**config.mk**
```make
export PLATFORM = sky130hd
export DESIGN_NAME = pbsp_front
export DESIGN_NICKNAME = d
export VERILOG_FILES = /design/src/hdl/pbsp_pkg.sv /design/src/hdl/pbsp_front.sv
export SDC_FILE = /design/constraint.sdc
export NUM_CORES = 2
export LEC_CHECK = 0
export ABC_AREA = 1
export BUFFER_PORTS_ARGS = -buffer_cell sky130_fd_sc_hd__buf_2
export CAP_MARGIN = 20
export CORE_AREA = 2 2 555 557
export DETAILED_ROUTE_END_ITERATION = 7
export DIE_AREA = 0 0 557 559
export PLACE_DENSITY_LB_ADDON = 0.25
export SLEW_MARGIN = 20
export SYNTH_ARGS = -nofsm -noshare
export SYNTH_HDL_FRONTEND = slang
export SYNTH_SLANG_ARGS = --single-unit
```
**constraint.sdc**
```tcl
create_clock -name clock -period 10.6 [get_ports clock]
set_input_delay 2.65 -clock clock [delete_from_list [all_inputs] [get_ports clock]]
set_output_delay 2.65 -clock clock [all_outputs]
set_load 0.01 [all_outputs]
```
**src/hdl/pbsp_pkg.sv**
```systemverilog
// Package for the plane/box slice polygon core: widths, register indexes,
// edge and face tables. No dependencies.
`default_nettype none
package pbsp_pkg;
   localparam int CoordWidth = 32;
   localparam int DistWidth  = 64;
   localparam int FracWidth  = 31;
   localparam int CsrIdxWidth = 3;
   localparam int DefFifoDepth = 2;

   typedef enum logic [CsrIdxWidth-1:0] {
      REG_MIN_X = 3'd0, REG_MAX_X = 3'd1, REG_MIN_Y = 3'd2,
      REG_MAX_Y = 3'd3, REG_MIN_Z = 3'd4, REG_MAX_Z = 3'd5
   } reg_idx_type;

   typedef struct packed {
      logic signed [CoordWidth-1:0] x;
      logic signed [CoordWidth-1:0] y;
      logic signed [CoordWidth-1:0] z;
   } vtx_type;

   typedef struct packed {
      logic signed [CoordWidth-1:0] a;
      logic signed [CoordWidth-1:0] b;
      logic signed [CoordWidth-1:0] c;
      logic signed [CoordWidth-1:0] d;
   } plane_type;

   typedef struct packed {
      vtx_type [7:0] corner;
   } box_type;

   function automatic logic [2:0] edge_end0(input logic [3:0] e);
      case (e)
         4'd0: return 3'd0;  4'd1: return 3'd1;  4'd2: return 3'd2;
         4'd3: return 3'd3;  4'd4: return 3'd0;  4'd5: return 3'd1;
         4'd6: return 3'd2;  4'd7: return 3'd3;  4'd8: return 3'd4;
         4'd9: return 3'd5;  4'd10: return 3'd6; default: return 3'd7;
      endcase
   endfunction

   function automatic logic [2:0] edge_end1(input logic [3:0] e);
      case (e)
         4'd0: return 3'd1;  4'd1: return 3'd2;  4'd2: return 3'd3;
         4'd3: return 3'd0;  4'd4: return 3'd4;  4'd5: return 3'd5;
         4'd6: return 3'd6;  4'd7: return 3'd7;  4'd8: return 3'd5;
         4'd9: return 3'd6;  4'd10: return 3'd7; default: return 3'd4;
      endcase
   endfunction

   function automatic logic [3:0] face_edge(input logic [2:0] f, input logic [1:0] k);
      logic [15:0] row;
      case (f)
         3'd0: row = {4'd3, 4'd2, 4'd1, 4'd0};
         3'd1: row = {4'd5, 4'd9, 4'd6, 4'd1};
         3'd2: row = {4'd10, 4'd7, 4'd2, 4'd6};
         3'd3: row = {4'd11, 4'd4, 4'd3, 4'd7};
         3'd4: row = {4'd4, 4'd8, 4'd5, 4'd0};
         default: row = {4'd11, 4'd10, 4'd8, 4'd9};
      endcase
      return row[k*4 +: 4];
   endfunction
endpackage
`default_nettype wire

```
**src/hdl/pbsp_front.sv**
```systemverilog
// Front end: corner distances and cut flags for one plane.
// Depends on pbsp_pkg.
`default_nettype none
module pbsp_front (
   input  wire logic                 clock,
   input  wire logic                 reset,
   input  wire logic                 req_valid,
   output logic                      req_stall,
   input  wire pbsp_pkg::plane_type  plane,
   input  wire pbsp_pkg::box_type    box,
   output logic                      q_valid,
   input  wire logic                 q_stall,
   output logic signed [63:0]        q_dist [8],
   output logic [11:0]               q_cut
);
   import pbsp_pkg::*;

   typedef enum logic [1:0] {F_IDLE, F_CALC, F_DONE} fstate_type;
   fstate_type state_ff;
   plane_type plane_ff;
   logic signed [63:0] prod_ff;
   logic signed [63:0] dist_ff [8];
   logic [11:0] cut_w;
   logic [2:0] ci;
   logic [1:0] ai;
   logic signed [31:0] mc, mk;
   vtx_type cv;

   // Step order: for each corner, three products (step counts 0..2 per axis).
   logic [2:0] corner_ff;
   logic [1:0] axis_ff;
   logic       prod_vld_ff;
   logic [2:0] pc_ff;

   assign ci = corner_ff;
   assign ai = axis_ff;
   always_comb begin
      cv = box.corner[ci];
      case (ai)
         2'd0: begin mc = cv.x; mk = plane_ff.a; end
         2'd1: begin mc = cv.y; mk = plane_ff.b; end
         default: begin mc = cv.z; mk = plane_ff.c; end
      endcase
   end

   always_comb begin
      for (int e = 0; e < 12; e++)
         cut_w[e] = (dist_ff[edge_end0(4'(e))] > 0) != (dist_ff[edge_end1(4'(e))] > 0);
   end

   assign req_stall = (state_ff != F_IDLE);
   assign q_valid = (state_ff == F_DONE);
   assign q_dist = dist_ff;
   assign q_cut = cut_w;

   always_ff @(posedge clock) begin
      if (reset) begin
         state_ff <= F_IDLE;
         prod_vld_ff <= 1'b0;
      end else begin
         prod_vld_ff <= 1'b0;
         unique case (state_ff)
            F_IDLE: if (req_valid) begin
               plane_ff <= plane;
               corner_ff <= '0;
               axis_ff <= '0;
               for (int i = 0; i < 8; i++) dist_ff[i] <= 64'(signed'(plane.d));
               state_ff <= F_CALC;
            end
            F_CALC: begin
               if (!(corner_ff == 3'd7 && axis_ff == 2'd3)) begin
                  prod_ff <= 64'(mc) * 64'(mk);
                  prod_vld_ff <= 1'b1;
                  pc_ff <= corner_ff;
                  if (axis_ff == 2'd2) begin
                     axis_ff <= 2'd0;
                     if (corner_ff == 3'd7) axis_ff <= 2'd3;
                     else corner_ff <= corner_ff + 3'd1;
                  end else axis_ff <= axis_ff + 2'd1;
               end else if (!prod_vld_ff) state_ff <= F_DONE;
               if (prod_vld_ff) dist_ff[pc_ff] <= dist_ff[pc_ff] + (prod_ff >>> 16);
            end
            F_DONE: if (!q_stall) state_ff <= F_IDLE;
            default: state_ff <= F_IDLE;
         endcase
      end
   end
endmodule
`default_nettype wire

```
==> results.md <==
* Status: complete, no violations
* Seq. cell area at 20,000 µm²
* CTS HTree Levels at 3
* Clk_skew at 91.4 ps
* Hold WC Path Type: reg2reg
* Final core utilization at 31.5%
* Pin count of the biggest net entering global routing at 118
* Placer Congestion at 1.03
* Top cell type by total area after synthesis: fa_1
* Average wire per standard cell at 34.7 µm
* Routed wl met3 at 47,200 µm
* Mapped Area at 75,800 µm²
* Die Y at 559 µm
* CTS sink cnt at 667
* Synth top area share at 28.6%
* Syn-to-layout area delta at 26.6%
* M1 WL at 211,000 µm
* DIE WIDTH at 557 µm
* Worst-Skew Late Latency at 740 ps
* DR WL met2 at 226,000 µm
* Critical path class: in2reg
* TritonCTS buffer count at 81
* Fraction of registers with async set/reset at 0%
* Detailed-route via count at 77.2k
* Multi-input gate area at 48,900 µm²
* TritonCTS clock tree: built
* Final WL at 509,000 µm
* Syn. warnings at 0
* Post-place instance area at 92,800 µm²
* Hold Vio Cnt, Final at 0
* Crit end category: flop
* Worst relative slew slack at 16.2%
* Post-synth cell types at 66
* Syn avg cell area at 8.77 µm²
* Net Count, Synth at 10.9k
* Worst EP required at 11,040 ps
* Crit path top cell by count: fa_1
* Sequential share of the synthesized area at 26.4%
* Largest fanout on the critical path at 8
* RSZ-0062 raised after global routing: no
* NumNets Final at 12.7k
* GRT Overall Usage at 31.9%
* Pre-CTS setup slack at -915 ps
* Tcrit/Tclk final at 98.3%
* Synth Instances at 8,646
* F_max at 0.0959 GHz
* Final Setup Violations at 0
* I/O pin cnt at 1,426
* Fin. max-slew vios at 0
* Post-synthesis register bit count at 667
* Share of cells above drive strength 1 at 24.1%
* Worst setup SP type: primary input
* Port Buffers at 1,425
* Initial antenna violation count at 222
* FF-to-FF setup slack at 440 ps
* Worst path slowest cell: fa_1
* Sum Neg Setup Slack at 0 ps
* Via-per-instance ratio at 5.26
* Max Buffers Root-to-Sink at 3
* Final worst slack at 175 ps
* Maxcap violations at 0
* Drc violations at 0
* Post-DP HPWL at 425,000 µm
* DR top layer: met5
* Slew @ Worst Pin at 1250 ps
* Top_reg_cell synth: edfxtp_1
* Min cycle time layout at 10,420 ps
* Die area at 311,000 µm²
* Row cnt at 203
* Clock-pin slew on the worst setup and hold paths at 60 ps
* First-pass GRT wire length at 680,000 µm
* Arrival @ worst endpoint at 10,870 ps
* Worst stage delay on the critical path at 610 ps
* Number of global-route vias before repair at 77.4k
* Post-route ant nets at 0
* # fillers at 32.8k
* Finished Cell Area at 96,000 µm²
* Number of detailed-route iterations in the first pass at 6
* Post-synth EDFFs at 664
* Initial Utilization at 24.9%
* Synth top area cells: fa_1, edfxtp_1, nand2_1, inv_1, ha_1
* Core area at 305,000 µm²
* Grt ovf at 0
* Root Buffer: clkbuf_16
* DRT iter0 DRCs at 9,397
## cell usage after synthesis (all sizes together), types with 2 or more instances
cell type,count
fa,1082
ha,245
nor3,27
o22a,28
dfxtp,3
or3,61
nand4,99
a22oi,113
a22o,43
a211oi,2
buf,255
xnor2,35
nand2,1709
inv,1331
o211ai,5
and3,6
clkbuf,231
nor2,764
nor3b,2
o22ai,6
o21a,42
a21boi,6
a221o,11
nand3b,4
edfxtp,664
o311ai,20
o2bb2ai,4
o2111ai,7
a21o,3
or2,24
a31oi,19
o21bai,12
o221ai,3
o21ai,399
a21oi,601
nor4,148
clkinv,10
a221oi,173
xor2,62
nand3,380
## stage by stage
step	std cells	hold slack (ps)
detailed placement	14500	617
finish	14700	628
floorplan	8646	451
global route	14600	704
CTS	14600	632
global placement	14500	574
## cell families (layout without fill, tap and decap cells)
| kind of cell | after synthesis | count (layout) | synth area share (%) |
|---|---|---|---|
| other cells | 0 | 52 | 0 |
| compound gates | 1504 | 1504 | 12.1 |
| simple gates | 3224 | 3224 | 18.0 |
| flops | 667 | 667 | 26.4 |
| xor+xnor | 97 | 97 | 1.12 |
| buf+inv | 1827 | 3700 | 9.77 |
| fa+ha+maj | 1327 | 1327 | 32.6 |
## cell usage in the layout, fill, tap and decap left out, types with 99 or more instances in the layout
cell type  instances
inv_1           1269
nor2_1           734
buf_2           1426
ha_1             245
nor4_1           133
a21oi_1          585
a22oi_1          109
buf_4            706
edfxtp_1         664
nand2_1         1704
a221oi_1         165
o21ai_0          360
nand4_1           99
nand3_1          359
fa_1            1081
## worst paths after layout
path / startpoint / end / cells after the start
max: box[597] / prod_ff[57] / 33
min: prod_vld_ff / state_ff[1] / 3
max reg2reg: ai[0] / prod_ff[56] / 30
min reg2reg: prod_vld_ff / state_ff[1] / 3
## critical path: cells and delay by family
family                     cells  cell delay, ps
buffers and inverters         10            1200
adders and majority gates      9            4570
AOI/OAI and AO/OA              4            1040
and+or+nand+nor               10            1370
## routing by layer
metal / vias to the layer above / track usage, %
met1: 39400 / 42.3
met3: 927 / 7.50
met4: 92 / 12.3
li1: 32100 / -
met5: - / 0
met2: 4765 / 49.8
## flip-flops by register name, indices dropped and copies added (netlist names)
| register | count |
|---|---|
| ai | 2 |
| ci | 3 |
| pc_ff | 3 |
| plane_ff | 96 |
| prod_ff | 48 |
| prod_vld_ff | 1 |
| q_dist | 512 |
| state_ff | 2 |
## layout make-up
class,count,area share (%)
Clock inverter,48,0.679
Tap cell,4100,5.34
Timing Repair Buffer,2210,14.6
Inverter,1341,5.26
Antenna cell,52,0.136
Multi-Input combinational cell,6152,51.0
Sequential cell,667,20.8
Clock buffer,101,2.22
## timing repair
item                                   CTS  global route
pin swaps                                0             2
buffers inserted                         0             1
gates resized for setup                  3            30
hold buffers                             0             0
endpoints found under the hold margin    0             0
setup endpoints to repair                4            33
Power is left out: the tool's default activity adds up to more than one toggle a clock period on the data nets, which glitch-free logic cannot reach.
