### src/hdl/pbsp_pkg.sv
// Package for the plane/box slice polygon core: widths, register indexes,
// edge and face tables. No dependencies.
`default_nettype none
package pbsp_pkg;
   localparam int CoordWidth = 32;
   localparam int DistWidth  = 64;
   localparam int FracWidth  = 31;
   localparam int CsrIdxWidth = 3;
   localparam int DefFifoDepth = 2;

   typedef enum logic [CsrIdxWidth-1:0] {
      REG_MIN_X = 3'd0, REG_MAX_X = 3'd1, REG_MIN_Y = 3'd2,
      REG_MAX_Y = 3'd3, REG_MIN_Z = 3'd4, REG_MAX_Z = 3'd5
   } reg_idx_type;

   typedef struct packed {
      logic signed [CoordWidth-1:0] x;
      logic signed [CoordWidth-1:0] y;
      logic signed [CoordWidth-1:0] z;
   } vtx_type;

   typedef struct packed {
      logic signed [CoordWidth-1:0] a;
      logic signed [CoordWidth-1:0] b;
      logic signed [CoordWidth-1:0] c;
      logic signed [CoordWidth-1:0] d;
   } plane_type;

   typedef struct packed {
      vtx_type [7:0] corner;
   } box_type;

   function automatic logic [2:0] edge_end0(input logic [3:0] e);
      case (e)
         4'd0: return 3'd0;  4'd1: return 3'd1;  4'd2: return 3'd2;
         4'd3: return 3'd3;  4'd4: return 3'd0;  4'd5: return 3'd1;
         4'd6: return 3'd2;  4'd7: return 3'd3;  4'd8: return 3'd4;
         4'd9: return 3'd5;  4'd10: return 3'd6; default: return 3'd7;
      endcase
   endfunction

   function automatic logic [2:0] edge_end1(input logic [3:0] e);
      case (e)
         4'd0: return 3'd1;  4'd1: return 3'd2;  4'd2: return 3'd3;
         4'd3: return 3'd0;  4'd4: return 3'd4;  4'd5: return 3'd5;
         4'd6: return 3'd6;  4'd7: return 3'd7;  4'd8: return 3'd5;
         4'd9: return 3'd6;  4'd10: return 3'd7; default: return 3'd4;
      endcase
   endfunction

   function automatic logic [3:0] face_edge(input logic [2:0] f, input logic [1:0] k);
      logic [15:0] row;
      case (f)
         3'd0: row = {4'd3, 4'd2, 4'd1, 4'd0};
         3'd1: row = {4'd5, 4'd9, 4'd6, 4'd1};
         3'd2: row = {4'd10, 4'd7, 4'd2, 4'd6};
         3'd3: row = {4'd11, 4'd4, 4'd3, 4'd7};
         3'd4: row = {4'd4, 4'd8, 4'd5, 4'd0};
         default: row = {4'd11, 4'd10, 4'd8, 4'd9};
      endcase
      return row[k*4 +: 4];
   endfunction
endpackage
`default_nettype wire

### src/hdl/pbsp_queue.sv
// Short queue of classified items between front and back ends.
// Depends on pbsp_pkg.
`default_nettype none
module pbsp_queue #(
   parameter int Depth = pbsp_pkg::DefFifoDepth
) (
   input  wire logic          clock,
   input  wire logic          reset,
   input  wire logic          in_valid,
   output logic               in_stall,
   input  wire logic signed [63:0] in_dist [8],
   input  wire logic [11:0]   in_cut,
   output logic               out_valid,
   input  wire logic          out_stall,
   output logic signed [63:0] out_dist [8],
   output logic [11:0]        out_cut
);
   import pbsp_pkg::*;
   localparam int AW = (Depth > 1) ? $clog2(Depth) : 1;
   logic signed [63:0] md_ff [Depth][8];
   logic [11:0] mc_ff [Depth];
   logic [AW-1:0] wp_ff, rp_ff;
   logic [AW:0] cnt_ff;
   logic push, pop;
   assign in_stall = (cnt_ff == (AW+1)'(Depth));
   assign out_valid = (cnt_ff != '0);
   assign push = in_valid && !in_stall;
   assign pop = out_valid && !out_stall;
   assign out_dist = md_ff[rp_ff];
   assign out_cut = mc_ff[rp_ff];
   always_ff @(posedge clock) begin
      if (reset) begin
         wp_ff <= '0; rp_ff <= '0; cnt_ff <= '0;
      end else begin
         if (push) begin
            md_ff[wp_ff] <= in_dist;
            mc_ff[wp_ff] <= in_cut;
            wp_ff <= (wp_ff == AW'(Depth-1)) ? '0 : wp_ff + 1'b1;
         end
         if (pop) rp_ff <= (rp_ff == AW'(Depth-1)) ? '0 : rp_ff + 1'b1;
         cnt_ff <= cnt_ff + (AW+1)'(push) - (AW+1)'(pop);
      end
   end
endmodule
`default_nettype wire

### config.mk
export PLATFORM = sky130hd
export DESIGN_NAME = pbsp_queue
export DESIGN_NICKNAME = d
export VERILOG_FILES = /design/src/hdl/pbsp_pkg.sv /design/src/hdl/pbsp_queue.sv
export SDC_FILE = /design/constraint.sdc
export NUM_CORES = 1
export LEC_CHECK = 0
export BUFFER_PORTS_ARGS = -buffer_cell sky130_fd_sc_hd__buf_2
export CAP_MARGIN = 0
export CORE_AREA = 2 2 412 414
export DETAILED_ROUTE_END_ITERATION = 8
export DIE_AREA = 0 0 414 416
export PLACE_DENSITY = 0.47
export SYNTH_ARGS = -nofsm -noshare
export SYNTH_HDL_FRONTEND = slang
export SYNTH_SLANG_ARGS = --single-unit
### constraint.sdc
create_clock -name clock -period 54.5 [get_ports clock]
set_input_delay 10.9 -clock clock [delete_from_list [all_inputs] [get_ports clock]]
set_output_delay 10.9 -clock clock [all_outputs]
set_load 0.1 [all_outputs]
==> results.md, run 1 <==
* Status: complete, no violations
* Vias per cell at 3.93
* CTS tree: built
* Yosys reg bits at 1053
* Post-Synthesis Cells at 1657
* Area added between synthesis and finish at 28.6%
* CTS Buf Count at 115
* Post-CTS setup buffers at 0
* CP endpoint kind: output port
* Grt ovf at 0
* DRC Markers at 0
* Post-CTS Hold Buffers at 0
* WP data arrival at 5.62 ns
* Initial antenna violation count at 75
* Critical Path RT at 43.60 ns
* Non-filler instance count after layout at 5124
* DRT Pass-1 Iters at 5
* Mapped Nets at 2187
* Post-placement cell count at 4893
* Die height at 416 um
* Post-synth EDFFs at 1048
* Bufs on Longest Clock Path at 3
* Initial core utilization at 23.5%
* Clock Latency Late Sink at 0.74 ns
* Clock net sink count at 1053
* Post-DP HPWL at 83100 um
* Area leader, netlist: edfxtp_1
* Max Cap Violations at 0
* Setup TNS Final at 0 ns
* Most frequent cell after synthesis: edfxtp_1
* Startpoint types: flop
* Slew HR at 25.4%
* Max IR drop VDD at 0.0000354 V
* Synthesized area at 39500 um^2
* Number of global-route vias before repair at 20700
* Final wirelength at 113000 um
* Tot GR Track Use at 12.6%
* Synth area leaders: edfxtp_1 (80%), mux2_4 (14%), mux2_2 (4.7%)
* Final-report hold violation count at 0
* RSZ-0062 raised after global routing: false
* Clock Pin Slew Worst Setup and Hold Paths at 0.06 ns
* Vias at 20100
* Pwr Density at 56.2 nW/um^2
* Final Critical Period at 16.52 ns
* PortBufs at 1053
* Share of cells above drive strength 1 at 60.7%
* Largest net degree at the start of global routing at 152
* First-pass GRT wire length at 155000 um
* Fin crit share at 30.3%
* Initial DRC count at 1120
* Dpl ws at 38.64 ns
* Tot Pwr at 2.86 mW
* Average wire per standard cell at 22.1 um
* Routability cong. at 0.839
* F_max at 0.0605 GHz
* Root Buffer: clkbuf_16
* Critical Path Fanout Max at 54
* H-tree depth at 3
* Antenna viol nets, final at 0
* Leak pwr at 18.9 nW
* Post-synth ARST share at 0%
* Rows at 151
* CP Class: flop to output port
* Setup violators final at 0
* IO Pins at 1054
* Number of fillers in the final layout at 16800
* Die W at 414 um
* Top_reg_cell synth: edfxtp_1
* Syn. warnings at 0
* Cts repair resizes at 0
* Least-Margin Pin Slew at 1.12 ns
* Max-slew violation count at 0
* Core area at 168000 um^2
* Netlist cell types at 19
* Nets at 3322
* Hold Path Class: flop to flop
* Post-route setup slack at 37.98 ns
* Part of the Yosys area used for sequential elements at 79.9%
* Die ar. at 172000 um^2
* Avg Inst Size Synth at 23.8 um^2
* Worst Skew at 0.0216 ns
* Synth top cells by count: edfxtp_1 (1048), mux2_4 (360), mux2_2 (165), buf_6 (40), buf_2 (17)
* Top cell type's share of synthesized area at 79.7%
-- routing by layer --
metal | share of wire, % | vias to the layer above | track usage, %
li1 | - | 8981 | -
met4 | 3.1 | 54 | 4.98
met1 | 38 | 10100 | 13.9
met5 | 0.31 | - | 0
met3 | 7.9 | 256 | 4.71
met2 | 51 | 753 | 22.0
-- sequential cells by signal, indices dropped and copies added, names as in the netlist, named ones only --
signal	flops
wp_ff	1
md_ff	1024
mc_ff	24
rp_ff	1
cnt_ff	2
-- through the flow --
| step | util (%) | hold slack [ns] | cell area [um^2] |
|---|---|---|---|
| after floorplan | - | 0.474 | 39500 |
| after global placement | 28.1 | 0.495 | 47300 |
| after detailed placement | 28.1 | 0.509 | 47300 |
| after CTS | 30.2 | 0.527 | 50800 |
| after global routing | 30.2 | 0.545 | 50800 |
| final | 30.2 | 0.519 | 50800 |
-- final cells by class --
class	instances	area [um^2]	area share (%)
inverters	2	7.51	0.0148
flip-flops and latches	1053	31600	62.1
well taps	2218	2780	5.46
repair buffers	1076	5510	10.8
clock inverters	68	502	0.987
clock buffers	145	3010	5.93
diodes	18	45.0	0.0886
multi-input cells	544	7390	14.5
-- cell families (layout without fill, tap and decap cells) --
group | Yosys count | count (layout) | share of synthesized area (%)
buf+inv | 60 | 1291 | 1.39
fa+ha+maj | 2 | 2 | 0.0633
other cells | 0 | 18 | 0
compound gates | 3 | 3 | 0.0380
simple gates | 13 | 13 | 0.177
mux | 525 | 525 | 18.4
flops | 1053 | 1053 | 79.9
xor+xnor | 1 | 1 | 0.0222
-- placed cells by master, fill, tap and decap left out, drive strengths merged, types with 4 or more instances in the layout --
| master | netlist | final |
|---|---|---|
| buf | 58 | 1076 |
| edfxtp | 1048 | 1048 |
| mux2 | 525 | 525 |
| clkbuf | 0 | 145 |
| clkinv | 0 | 58 |
| diode | 0 | 18 |
| bufinv | 0 | 5 |
| dfxtp | 5 | 5 |
| inv | 2 | 5 |
| nor2 | 4 | 4 |
-- final timing paths --
check | start | end | slack (ns) | cells past startpoint
hold / removal | rp_ff$_SDFFE_PP0P_ | flop | 0.52 | 2
setup / recovery | flop | out_dist[259] | 37.98 | 6
hold reg to reg | rp_ff$_SDFFE_PP0P_ | flop | 0.52 | 2
setup reg to reg | cnt_ff[1]$_SDFF_PP0_ | md_ff[1][275]$_DFFE_PP_ | 50.19 | 7
-- power by group --
group	switching, mW	internal, mW	total (mW)
Sequential	0.0210	0.975	0.996
Clock	0.314	0.413	0.727
Combinational	0.908	0.227	1.13
Total	1.24	1.61	2.86
-- critical path, stage by stage, from the launching register on --
cell and delay (ns):
dfxtp_4 0.73, buf_4 0.72, buf_4 0.78, buf_4 0.83
buf_4 0.83, mux2_4 0.28, buf_2 0.43
(Power assumes the default switching activity.)
==> inputs of run 2 (changes only) <==
==> constraint.sdc (replaced) <==
create_clock -name clock -period 16.2 [get_ports clock]
set_input_delay 3.24 -clock clock [delete_from_list [all_inputs] [get_ports clock]]
set_output_delay 3.24 -clock clock [all_outputs]
set_load 0.1 [all_outputs]
==> run 2 against run 1 <==
Compared with the run above:
- setup slack got worse by 30 ns
- cell count barely moved
- clock-buffer cell count rose by 15
- highest routed layer unchanged
- wire length fell by 2.4%
- total power rose to 3.4 times the previous value
- critical path type unchanged
==> results.md, run 2 (synthesis gave the netlist of run 1 again) <==
* Max-slew violation count at 0 (unchanged)
* Post-DP HPWL at 78600 um (-5.5%)
* Grt ovf at 0 (unchanged)
* Root Buffer: clkbuf_16
* Final Critical Period at 7.92 ns
* Register area at 31600 um^2 (unchanged)
* Max IR drop VDD at 0.000119 V (+240%)
* RSZ-0062 raised after global routing: false
* Initial antenna violation count at 64 (-15%)
* Max Cap Violations at 0 (unchanged)
* Clock net sink count at 1053 (unchanged)
* Vias at 20100 (-0.14%)
* Routability cong. at 0.807 (-3.8%)
* Crit-path slowest cell: buf_4
* Rows at 151 (unchanged)
* Largest reg by FF count: md_ff
* RR Endpoint: md_ff[0][245]$_DFFE_PP_
* Least-Margin Pin Slew at 1.24 ns (+0.123 ns)
* Hold WS at 0.508 ns (-0.0112 ns)
* Average wire per standard cell at 21.6 um (-2.3%)
* CTS tree: built
* H-tree depth at 3 (unchanged)
* Dpl ws at 8.74 ns (-29.90 ns)
* Post-route setup slack at 8.28 ns (-29.69 ns)
* F_max at 0.126 GHz
* Worst Skew at 0.0317 ns (+0.0102 ns)
* Final-report hold violation count at 0 (unchanged)
* Worst R2R Setup Slack at 11.44 ns (-38.75 ns)
* Number of fillers in the final layout at 16700 (-0.13%)
* PortBufs at 1053 (unchanged)
* IO Pins at 1054 (unchanged)
* Area of placed instances at 47300 um^2 (about the same)
* Number of global-route vias before repair at 20800 (+0.53%)
* CP top delay family: buffers and inverters
* Area added between synthesis and finish at 28.9%
* Buf+Inv Stages, Crit Path at 4 (-1)
* Area of the multi-input gates at 7410 um^2 (+0.20%)
* Worst-path cell chain: buf_4, buf_12, buf_4, mux2_4, buf_2
* Setup violators final at 0 (unchanged)
* CP endpoint kind: output port
* Tot GR Track Use at 12.3% (-0.39 points)
* Share of cells above drive strength 1 at 60.7% (about the same)
* Final wirelength at 110000 um (-2.4%)
* Largest register FFs at 1024 (unchanged)
* Die ar. at 172000 um^2 (unchanged)
* Bufs on Longest Clock Path at 3 (unchanged)
* Met1 Usage GRT at 13.1% (-0.85 points)
* Fin util at 30.3% (+0.057 points)
* CP Class: flop to output port
* Post-CTS Hold Buffers at 0 (unchanged)
* GR Util met3 at 4.78% (+0.070 points)
* CP peak stage delay at 0.85 ns (+0.02 ns)
* Slew HR at 17.2% (-8.2 points)
* DRC Markers at 0 (unchanged)
* Initial core utilization at 23.5% (unchanged)
* Fin crit share at 48.9%
* Startpoint types: flop
* WP data arrival at 4.68 ns (-0.94 ns)
* Commonest non-fill, non-tap cell in the layout: buf_2
* Largest registers: md_ff: 1024 flops, mc_ff: 24 flops, cnt_ff: 2 flops
* Post-CTS setup buffers at 0 (unchanged)
* Die W at 414 um (unchanged)
* Met2 usage at 21.5% (-0.55 points)
* Status: complete, no violations
* Core area at 168000 um^2 (unchanged)
* Nets at 3316 (-0.18%)
* Reg-to-reg startpoint: cnt_ff[1]$_SDFF_PP0_
* DRT Pass-1 Iters at 4 (-1)
* First-pass GRT wire length at 151000 um (-2.8%)
* Pwr Density at 190 nW/um^2 (+240%)
* Largest net degree at the start of global routing at 159 (+4.6%)
* Commonest cells after routing, fill and taps aside: buf_2 (1053), edfxtp_1 (1048), mux2_4 (360), mux2_2 (165), clkbuf_16 (117)
* Worst path most repeated cell: buf_4
* Clock Pin Slew Worst Setup and Hold Paths at 0.06 ns (about the same)
* Cts repair resizes at 0 (unchanged)
* Hold Path Class: flop to flop
* FF-to-FF path depth at 7 (unchanged)
* Critical Path RT at 12.96 ns (-30.64 ns)
* Initial DRC count at 1088 (-2.9%)
* Hold path depth at 2 (unchanged)
* Clock Latency Late Sink at 0.75 ns (about the same)
* Die height at 416 um (unchanged)
* Leak pwr at 18.9 nW (about the same)
* HP Start: rp_ff$_SDFFE_PP0P_
* Vias per cell at 3.93 (about the same)
* Critical Path Fanout Max at 101 (+87%)
* CTS Buf Count at 116 (+0.87%)
* Post-route cell area at 50900 um^2 (+0.19%)
* Top Usage Layer GRT: met2
* Antenna viol nets, final at 0 (unchanged)
* Setup TNS Final at 0 ns (unchanged)
run 2: report_power, final:
part	total, mW	internal, mW	switching [mW]
Combinational	3.85	0.771	3.08
Clock	2.50	1.43	1.07
Sequential	3.34	3.28	0.0643
run 2: layout make-up:
cell class	instances	share of cell area, %
Clock buffer	160	6.17
Clock inverter	56	0.904
Tap cell	2218	5.45
Multi-Input combinational cell	544	14.5
Timing Repair Buffer	1069	10.8
Inverter	2	0.0147
Antenna cell	17	0.0836
Sequential cell	1053	62.0
run 2: worst reg2reg max path: stages (launching register included):
cell and delay [ns]:
dfxtp_1 0.32, nor2b_1 0.21, nand2b_2 0.28, nor3_4 0.17
buf_12 0.61, buf_4 0.94, buf_12 0.53, buf_4 1.25
run 2: stage by stage:
step,std cells,power (mW)
floorplan,1657,6.77
global placement,4886,7.28
detailed placement,4886,7.28
CTS,5102,9.82
global route,5116,10.0
finish,5119,9.69
run 2: worst max path at each step:
stage | endpoint | cells after the start | slack [ns]
final | out_dist[262] | 5 | 8.28
after global placement | md_ff[0][243]$_DFFE_PP_ | 7 | 8.68
after detailed placement | md_ff[0][330]$_DFFE_PP_ | 7 | 8.74
after global routing | out_dist[264] | 5 | 8.00
after floorplan | mc_ff[1][0]$_DFFE_PP_ | 2 | -0.76
after CTS | out_dist[262] | 5 | 8.13
run 2: layer usage:
layer  part of all wire (%)  vias to the layer above
li1                       -                     8951
met1                     37                    10100
met2                     52                      699
met3                    7.8                      257
met4                    3.4                       48
met5                   0.30                        -
